--- src/design/assert_macros.svh ---
// Assertion macros used by the top-level design file.
`ifndef ASSERT_MACROS_SVH
`define ASSERT_MACROS_SVH

`ifndef SYNTHESIS
`define TCS_ASSERT(label, clk, rst_n, prop) \
    label: assert property (@(posedge clk) disable iff (!rst_n) prop) \
        else $error("assertion failed");
`define TCS_ASSERT_NEXT(label, clk, rst_n, cond, nxt) \
    label: assert property (@(posedge clk) disable iff (!rst_n) (cond) |=> (nxt)) \
        else $error("assertion failed");
`else
`define TCS_ASSERT(label, clk, rst_n, prop)
`define TCS_ASSERT_NEXT(label, clk, rst_n, cond, nxt)
`endif

`endif

--- src/design/tcs_pkg.sv ---
// Types and constants of the tensor stride contiguity check.
package tcs_pkg;

    localparam int MAX_RANK    = 8;
    localparam int IDX_W       = (MAX_RANK > 1) ? $clog2(MAX_RANK) : 1;
    localparam int CNT_W       = IDX_W + 1;
    localparam int SIZE_W      = 32;
    localparam int STRIDE_W    = 48;
    localparam int STRIDE_LO_W = 24;
    localparam int PLO_W       = STRIDE_LO_W + SIZE_W;
    localparam int PHI_W       = STRIDE_W - STRIDE_LO_W + SIZE_W + 1;
    localparam int PROD_W      = STRIDE_W + SIZE_W + 1;
    localparam int DIM_IDX_W   = 6;
    localparam int CONT_W      = 2;

    localparam logic [CNT_W-1:0] RANK_FULL = CNT_W'(MAX_RANK);

    typedef enum logic [CONT_W-1:0] {
        CONTIG_UNDET = 2'd0,
        CONTIG_NO    = 2'd1,
        CONTIG_YES   = 2'd2
    } t_contig;

    typedef enum logic [3:0] {
        S_LOAD = 4'b0001,
        S_READ = 4'b0010,
        S_EVAL = 4'b0100,
        S_EMIT = 4'b1000
    } t_state;

endpackage

--- src/design/tcs_if.sv ---
// Handshake interfaces for the dimension input and the result output.
interface tcs_in_if import tcs_pkg::*; ();
    logic                       valid;
    logic                       ready;
    logic [SIZE_W-1:0]          dim_size;
    logic signed [STRIDE_W-1:0] dim_stride;
    logic                       last_dim;

    modport source (output valid, output dim_size, output dim_stride, output last_dim,
                    input ready);
    modport sink (input valid, input dim_size, input dim_stride, input last_dim,
                  output ready);
endinterface

interface tcs_out_if import tcs_pkg::*; ();
    logic                 valid;
    logic                 ready;
    logic [DIM_IDX_W-1:0] dim_index;
    logic [CONT_W-1:0]    contiguity;
    logic                 last_result;
    logic                 rank_overflow;

    modport source (output valid, output dim_index, output contiguity,
                    output last_result, output rank_overflow, input ready);
    modport sink (input valid, input dim_index, input contiguity,
                  input last_result, input rank_overflow, output ready);
endinterface

--- src/design/tensor_contiguity_from_strides_top.sv ---
// Load one dimension per cycle while in the load state; the last dimension starts a walk,
// innermost first. The walk gives each stored dimension a memory read, then an evaluate.
// Results leave one per cycle while the output is ready, outermost first.
// Synchronous active-low reset clears control state; the size and stride
// memories are not cleared and only entries of the current tensor are read.
`include "assert_macros.svh"

module tensor_contiguity_from_strides_top import tcs_pkg::*; (
    input logic        i_clk,
    input logic        i_rst_n,
    tcs_in_if.sink     i_in,
    tcs_out_if.source  o_out
);

    t_state                     r_state, n_state;
    logic [CNT_W-1:0]           r_dims, n_dims;
    logic                       r_ovf, n_ovf;
    logic                       r_res_ovf, n_res_ovf;
    logic [IDX_W-1:0]           r_k, n_k;
    logic [IDX_W-1:0]           r_last_k, n_last_k;
    logic                       r_have_inner, n_have_inner;
    logic                       r_out_valid, n_out_valid;

    logic [DIM_IDX_W-1:0]       r_out_idx;
    t_contig                    r_out_cont;
    logic                       r_out_last;
    logic                       r_out_ovf;

    logic [SIZE_W-1:0]          m_size   [MAX_RANK];
    logic [STRIDE_W-1:0]        m_stride [MAX_RANK];
    logic [SIZE_W-1:0]          r_rd_size;
    logic signed [STRIDE_W-1:0] r_rd_stride;
    logic [SIZE_W-1:0]          r_in_size;
    logic [STRIDE_W-1:0]        r_in_stride;
    logic [PLO_W-1:0]           r_plo;
    logic signed [PHI_W-1:0]    r_phi;
    t_contig                    r_cont [MAX_RANK];

    logic                       w_in_acc;
    logic                       w_has_room;
    logic                       w_load_out;
    logic                       w_out_last;
    logic                       w_bcast;
    logic [PROD_W-1:0]          w_prod;
    logic                       w_match;
    t_contig                    w_eval_cont;

    assign i_in.ready = (r_state == S_LOAD);
    assign w_in_acc   = i_in.valid && i_in.ready;
    assign w_has_room = (r_dims < RANK_FULL);
    assign w_load_out = (r_state == S_EMIT) && (!r_out_valid || o_out.ready);
    assign w_out_last = (r_k == r_last_k);

    assign w_bcast = (r_rd_stride == '0) || (r_rd_size == SIZE_W'(1));
    assign w_prod  = {r_phi, STRIDE_LO_W'(0)} + PROD_W'(r_plo);
    assign w_match = (w_prod == PROD_W'(r_rd_stride));

    always_comb begin
        if (w_bcast) begin
            w_eval_cont = CONTIG_UNDET;
        end else if (!r_have_inner) begin
            w_eval_cont = (r_rd_stride == STRIDE_W'(1)) ? CONTIG_YES : CONTIG_NO;
        end else begin
            w_eval_cont = w_match ? CONTIG_YES : CONTIG_NO;
        end
    end

    always_comb begin
        n_state      = r_state;
        n_dims       = r_dims;
        n_ovf        = r_ovf;
        n_res_ovf    = r_res_ovf;
        n_k          = r_k;
        n_last_k     = r_last_k;
        n_have_inner = r_have_inner;
        case (r_state)
            S_LOAD: begin
                if (w_in_acc) begin
                    if (w_has_room) begin
                        n_dims = r_dims + 1'b1;
                    end else begin
                        n_ovf = 1'b1;
                    end
                    if (i_in.last_dim) begin
                        n_state      = S_READ;
                        n_dims       = '0;
                        n_ovf        = 1'b0;
                        n_res_ovf    = r_ovf || !w_has_room;
                        n_last_k     = w_has_room ? r_dims[IDX_W-1:0] : IDX_W'(MAX_RANK - 1);
                        n_k          = n_last_k;
                        n_have_inner = 1'b0;
                    end
                end
            end
            S_READ: begin
                n_state = S_EVAL;
            end
            S_EVAL: begin
                if (!w_bcast) begin
                    n_have_inner = 1'b1;
                end
                if (r_k == '0) begin
                    n_state = S_EMIT;
                end else begin
                    n_k     = r_k - 1'b1;
                    n_state = S_READ;
                end
            end
            S_EMIT: begin
                if (w_load_out) begin
                    if (w_out_last) begin
                        n_state = S_LOAD;
                    end else begin
                        n_k = r_k + 1'b1;
                    end
                end
            end
            default: begin
                n_state = S_LOAD;
            end
        endcase
        if (w_load_out) begin
            n_out_valid = 1'b1;
        end else if (o_out.ready) begin
            n_out_valid = 1'b0;
        end else begin
            n_out_valid = r_out_valid;
        end
    end

    always_ff @(posedge i_clk) begin
        if (!i_rst_n) begin
            r_state      <= S_LOAD;
            r_dims       <= '0;
            r_ovf        <= 1'b0;
            r_res_ovf    <= 1'b0;
            r_k          <= '0;
            r_last_k     <= '0;
            r_have_inner <= 1'b0;
            r_out_valid  <= 1'b0;
        end else begin
            r_state      <= n_state;
            r_dims       <= n_dims;
            r_ovf        <= n_ovf;
            r_res_ovf    <= n_res_ovf;
            r_k          <= n_k;
            r_last_k     <= n_last_k;
            r_have_inner <= n_have_inner;
            r_out_valid  <= n_out_valid;
        end
    end

    always_ff @(posedge i_clk) begin
        if (w_in_acc && w_has_room) begin
            m_size[r_dims[IDX_W-1:0]]   <= i_in.dim_size;
            m_stride[r_dims[IDX_W-1:0]] <= i_in.dim_stride;
        end
        r_rd_size   <= m_size[r_k];
        r_rd_stride <= m_stride[r_k];
    end

    // The inner partner's product is formed in two halves while the next entry is read.
    always_ff @(posedge i_clk) begin
        if (r_state == S_EVAL) begin
            r_cont[r_k] <= w_eval_cont;
            if (!w_bcast) begin
                r_in_size   <= r_rd_size;
                r_in_stride <= r_rd_stride;
            end
        end
        r_plo <= r_in_stride[STRIDE_LO_W-1:0] * r_in_size;
        r_phi <= $signed(r_in_stride[STRIDE_W-1:STRIDE_LO_W]) * $signed({1'b0, r_in_size});
    end

    always_ff @(posedge i_clk) begin
        if (w_load_out) begin
            r_out_idx  <= DIM_IDX_W'(r_k);
            r_out_cont <= r_cont[r_k];
            r_out_last <= w_out_last;
            r_out_ovf  <= r_res_ovf;
        end
    end

    assign o_out.valid         = r_out_valid;
    assign o_out.dim_index     = r_out_idx;
    assign o_out.contiguity    = r_out_cont;
    assign o_out.last_result   = r_out_last;
    assign o_out.rank_overflow = r_out_ovf;

    `TCS_ASSERT_NEXT(a_walk_ends_in_emit, i_clk, i_rst_n, r_state == S_EVAL && r_k == '0, r_state == S_EMIT)
    `TCS_ASSERT_NEXT(a_last_result_held, i_clk, i_rst_n, w_load_out && w_out_last, r_state == S_LOAD && r_out_valid && r_out_last)
    `TCS_ASSERT(a_count_clear_off_load, i_clk, i_rst_n, r_state != S_LOAD |-> r_dims == '0)

endmodule

--- src/flat_wrapper.sv ---
// flat-port wrapper written by rule: the top's interface ports become plain ports
module tensor_contiguity_from_strides_top_flat import tcs_pkg::*;
  (i_clk, i_rst_n, i_in_valid, i_in_dim_size, i_in_dim_stride, i_in_last_dim, i_in_ready, o_out_valid, o_out_dim_index, o_out_contiguity, o_out_last_result, o_out_rank_overflow, o_out_ready);
  tcs_in_if i_in_i ();
  tcs_out_if o_out_i ();
  input logic i_clk;
  input logic i_rst_n;
  input wire logic [$bits(i_in_i.valid)-1:0] i_in_valid;
  input wire logic [$bits(i_in_i.dim_size)-1:0] i_in_dim_size;
  input wire logic [$bits(i_in_i.dim_stride)-1:0] i_in_dim_stride;
  input wire logic [$bits(i_in_i.last_dim)-1:0] i_in_last_dim;
  output wire logic [$bits(i_in_i.ready)-1:0] i_in_ready;
  output wire logic [$bits(o_out_i.valid)-1:0] o_out_valid;
  output wire logic [$bits(o_out_i.dim_index)-1:0] o_out_dim_index;
  output wire logic [$bits(o_out_i.contiguity)-1:0] o_out_contiguity;
  output wire logic [$bits(o_out_i.last_result)-1:0] o_out_last_result;
  output wire logic [$bits(o_out_i.rank_overflow)-1:0] o_out_rank_overflow;
  input wire logic [$bits(o_out_i.ready)-1:0] o_out_ready;
  assign i_in_i.valid = i_in_valid;
  assign i_in_i.dim_size = i_in_dim_size;
  assign i_in_i.dim_stride = i_in_dim_stride;
  assign i_in_i.last_dim = i_in_last_dim;
  assign i_in_ready = i_in_i.ready;
  assign o_out_valid = o_out_i.valid;
  assign o_out_dim_index = o_out_i.dim_index;
  assign o_out_contiguity = o_out_i.contiguity;
  assign o_out_last_result = o_out_i.last_result;
  assign o_out_rank_overflow = o_out_i.rank_overflow;
  assign o_out_i.ready = o_out_ready;
  tensor_contiguity_from_strides_top u_core (.i_clk(i_clk), .i_rst_n(i_rst_n), .i_in(i_in_i), .o_out(o_out_i));
endmodule
--- config.mk ---
export PLATFORM = sky130hd
export DESIGN_NAME = tensor_contiguity_from_strides_top_flat
export DESIGN_NICKNAME = d
export VERILOG_FILES = /design/src/design/tcs_pkg.sv /design/src/design/tcs_if.sv /design/src/design/tensor_contiguity_from_strides_top.sv /design/src/flat_wrapper.sv
export VERILOG_INCLUDE_DIRS = /design/src /design/src/design
export SDC_FILE = /design/constraint.sdc
export NUM_CORES = 2
export LEC_CHECK = 0
export BUFFER_PORTS_ARGS = -buffer_cell sky130_fd_sc_hd__buf_2
export CAP_MARGIN = 20
export CORE_UTILIZATION = 50
export DETAILED_ROUTE_END_ITERATION = 8
export PLACE_DENSITY = 0.67
export SYNTH_ARGS = -nofsm -noshare
export SYNTH_HDL_FRONTEND = slang
export SYNTH_SLANG_ARGS = --single-unit
--- constraint.sdc ---
create_clock -name i_clk -period 17 [get_ports i_clk]
set_input_delay 2.55 -clock i_clk [delete_from_list [all_inputs] [get_ports i_clk]]
set_output_delay 2.55 -clock i_clk [all_outputs]
set_load 0.02 [all_outputs]
==> flow_summary.ini <==
[logic_synthesis]
synthAdderAreaFrac = 0.3805
synthDistinctLibCells = 88
synth_mux_area_frac = 0.0009730
synthesis.instances = 7708
ys_async_sr_fraction = 0
synth_ff_type = edfxtp_1
yosysWarningCount = 0
yosys.area_share.simple = 0.1303
netlist_area_um2 = 83580
synth_compound_area_frac = 0.06708
ys_ff_latch = 954
ys_seq_area_frac = 0.3175
synth_top_family_by_area = adder cells
synth-edff-count = 743
syn_avg_cell_area_um2 = 10.84
yosys.area_share.xor_xnor = 0.01959

[route]
antenna_left = 0
wl_per_cell_um = 22.56
drcViolationCount = 0
drtPass1Iterations = 5
drt_iter0_drc = 4575
viasPerCell = 5.628
routed-via-count = 55637
wirelength_um = 223000

[clock_network]
post-cts-setup-buffers = 0
insertion_delay_ps = 680
clkTransAtPathRegs_ps = 60
root_buffer = clkbuf_16
clockBufferDepth = 3
tritoncts = yes
cts_max_level = 3
cts_buffers = 91
post_cts_resized = 0
cts.sinks = 954
hold_buffers = 0

[power]
seq_power_share = 0.327
totalPowerFinal_uw = 9956
irDropWorstVdd_uv = 109.0
combPwrFrac = 0.477
internal_power_uw = 5831
powerDensity_nw_per_um2 = 111.7
p_switching_uw = 4125
p_clk_frac = 0.196
p_leak_uw = 0.03918
p_sw_frac = 0.4144

[die]
ioPinCount = 97
die_area_um2 = 168800
chipHeight_um = 410.9
row_count = 149
core_um2 = 165500
start_util = 0.5049
die_x_um = 410.9

[worst_setup_path]
rr_worst_depth = 25
r2r_end = u_core.r_phi[53]
end_kind = flop
startpoint_type = flop
arrival_ps = 9270
timing.rr.start = u_core.r_in_size[5]
cp_data_required_time_ps = 17600
worst-r2r-setup-slack_ps = 8330
crit_start = u_core.r_in_size[5]
crit_type = flop to flop
crit_end = u_core.r_phi[53]
crit_fanout = 48

[timing]
fmax_ghz = 0.1153
hold_viol_final = 0
setup_viol = 0
report.final.slew_viol_count = 0
rsz0062_at_grt = no
timing.final.crit_share = 0.5100
clock_skew_ps = 48.85
period_needed_ps = 8670
fin_tns_setup_ps = 0
tightest_slew_ps = 1275
relSlewSlack = 0.1423
setup_slack_ps = 8330

[global_routing]
grt_pass1_wl_um = 350500
grt_antenna_before_repair = 40
grt_max_degree = 63
grt_overflow = 0
track_usage = 0.2722
grt_pass1_vias = 59491

[layout]
nets = 9444
stdcell_area_um2 = 89130
multi_input_area_um2 = 50130
final-seq-area_um2 = 26540
fillers = 14431
drive_gt1_frac = 0.05204
area.growth.synth_to_final_pct = 6.640

[placed_design]
placed_area_um2 = 86220
finalWeightedCongestion = 0.9338
dp_hpwl_um = 154600
pre_cts_ws_ps = 8489
portBuffers = 93

[flow_run]
drv_cap = 0

[status]
status = finished clean

[hold_path]
hold_class = flop to flop
==> area by class of cell <==
cell class | instances | area share
Antenna cell | 9 | 0.0002527
Clock buffer | 124 | 0.02739
Clock inverter | 48 | 0.005096
Inverter | 1446 | 0.06089
Multi-Input combinational cell | 4900 | 0.5624
Sequential cell | 954 | 0.2977
Tap cell | 2189 | 0.03073
Timing Repair Buffer | 215 | 0.01550
==> synth_stat cells, types with 40 or more instances <==
library cell,instances,area share
inv_1,1446,0.065
nand3_1,47,0.0028
xnor2_1,119,0.012
nor2_1,112,0.0050
a21o_1,59,0.0053
ha_1,433,0.065
edfxtp_1,743,0.27
clkbuf_1,380,0.017
o21ai_0,89,0.0053
nand2_1,860,0.039
fa_1,1318,0.32
xor2_1,68,0.0071
dfxtp_1,211,0.051
a21oi_1,165,0.0099
nor3_1,41,0.0025
nor2b_1,40,0.0030
and2_1,776,0.058
nand4_1,122,0.0091
a22oi_1,330,0.030
==> per-stage QoR <==
| stage | instances | hold slack [ps] | util |
|---|---|---|---|
| global placement | 9704 | 418.6 | 0.5208 |
| global route | 9880 | 453.5 | 0.5383 |
| floorplan | 7710 | 399.5 | - |
| CTS | 9876 | 435.8 | 0.5383 |
| detailed placement | 9704 | 421.0 | 0.5208 |
| finish | 9885 | 439.7 | 0.5384 |
==> worst min-delay path by stage <==
stage	slack, ps	end	from	depth (start not counted)
floorplan	400	u_core.o_out.rank_overflow	u_core.r_res_ovf	0
global placement	420	u_core.r_in_size[2]	u_core.r_rd_size[2]	0
detailed placement	420	u_core.r_in_size[2]	u_core.r_rd_size[2]	0
CTS	440	u_core.r_in_size[2]	u_core.r_rd_size[2]	0
global route	450	u_core.r_in_size[31]	u_core.r_rd_size[31]	0
finish	440	u_core.r_in_size[2]	u_core.r_rd_size[2]	0
==> power by group through the flow <==
stage	registers (µW)	logic (µW)	clock network [µW]
after global placement	3280	4630	0
after floorplan	3090	3410	0
after global routing	3260	5280	2070
after detailed placement	3280	4640	0
after CTS	3240	4710	1990
final	3250	4750	1960
==> worst max-delay path: stages (launching register included) <==
cell	delay (ps)
edfxtp_1	340
buf_4	690
nand2_1	180
fa_1	560
inv_1	50
fa_1	460
fa_1	560
ha_1	140
inv_1	50
fa_1	470
fa_1	510
fa_1	510
inv_1	50
ha_1	320
a21o_1	180
or3_1	310
a311oi_1	650
o21ai_0	360
a41oi_1	600
nor3_1	280
o221ai_1	290
a21oi_1	130
a211oi_1	440
o21bai_1	110
a21oi_1	190
xnor2_1	130
==> cells in the final DEF, fill, tap and decap left out, types with 17 or more instances in the layout <==
cell / Yosys / layout
fa_1: 1318 / 1318
clkbuf_1: 380 / 29
xor2_1: 68 / 68
ha_1: 433 / 433
nor4_1: 27 / 27
inv_1: 1446 / 1446
xnor2_1: 119 / 119
and2_1: 776 / 776
nand4_1: 122 / 122
nor2b_1: 40 / 40
a31oi_1: 17 / 17
nor2_1: 112 / 104
nand3_1: 47 / 47
dfxtp_1: 211 / 211
buf_2: 3 / 93
nand2b_1: 38 / 38
o21a_1: 21 / 21
o21ai_0: 89 / 89
clkbuf_16: 0 / 91
nor3_1: 41 / 38
buf_4: 7 / 122
and3_1: 23 / 22
edfxtp_1: 743 / 743
nand2_1: 860 / 860
a21o_1: 59 / 59
a22oi_1: 330 / 330
a21oi_1: 165 / 165
==> metal layers <==
metal  share of wire  up-vias  track usage
li1                -    24211            -
met1            0.42    28838       0.3702
met2            0.47     2162       0.4422
met3           0.079      382      0.04633
met4           0.035       44      0.09373
met5          0.0012        -            0
==> logic make-up after synthesis <==
logic type,after synthesis
fa+ha+maj,1751
simple gates,2139
buf+inv,1856
flops,954
compound gates,812
xor+xnor,187
mux,8
other cells,1
==> sequential cells by signal (all words and copies together), names as in the netlist, 3 cells and up <==
| signal | flops |
|---|---|
| u_core.m_size | 256 |
| u_core.m_stride | 384 |
| u_core.o_out.dim_index | 3 |
| u_core.r_cont | 16 |
| u_core.r_dims | 4 |
| u_core.r_in_size | 32 |
| u_core.r_in_stride | 48 |
| u_core.r_k | 3 |
| u_core.r_last_k | 3 |
| u_core.r_phi | 57 |
| u_core.r_plo | 56 |
| u_core.r_rd_size | 32 |
| u_core.r_rd_stride | 48 |
| u_core.r_state | 4 |
Note: power is estimated with default switching activity, not from simulation.
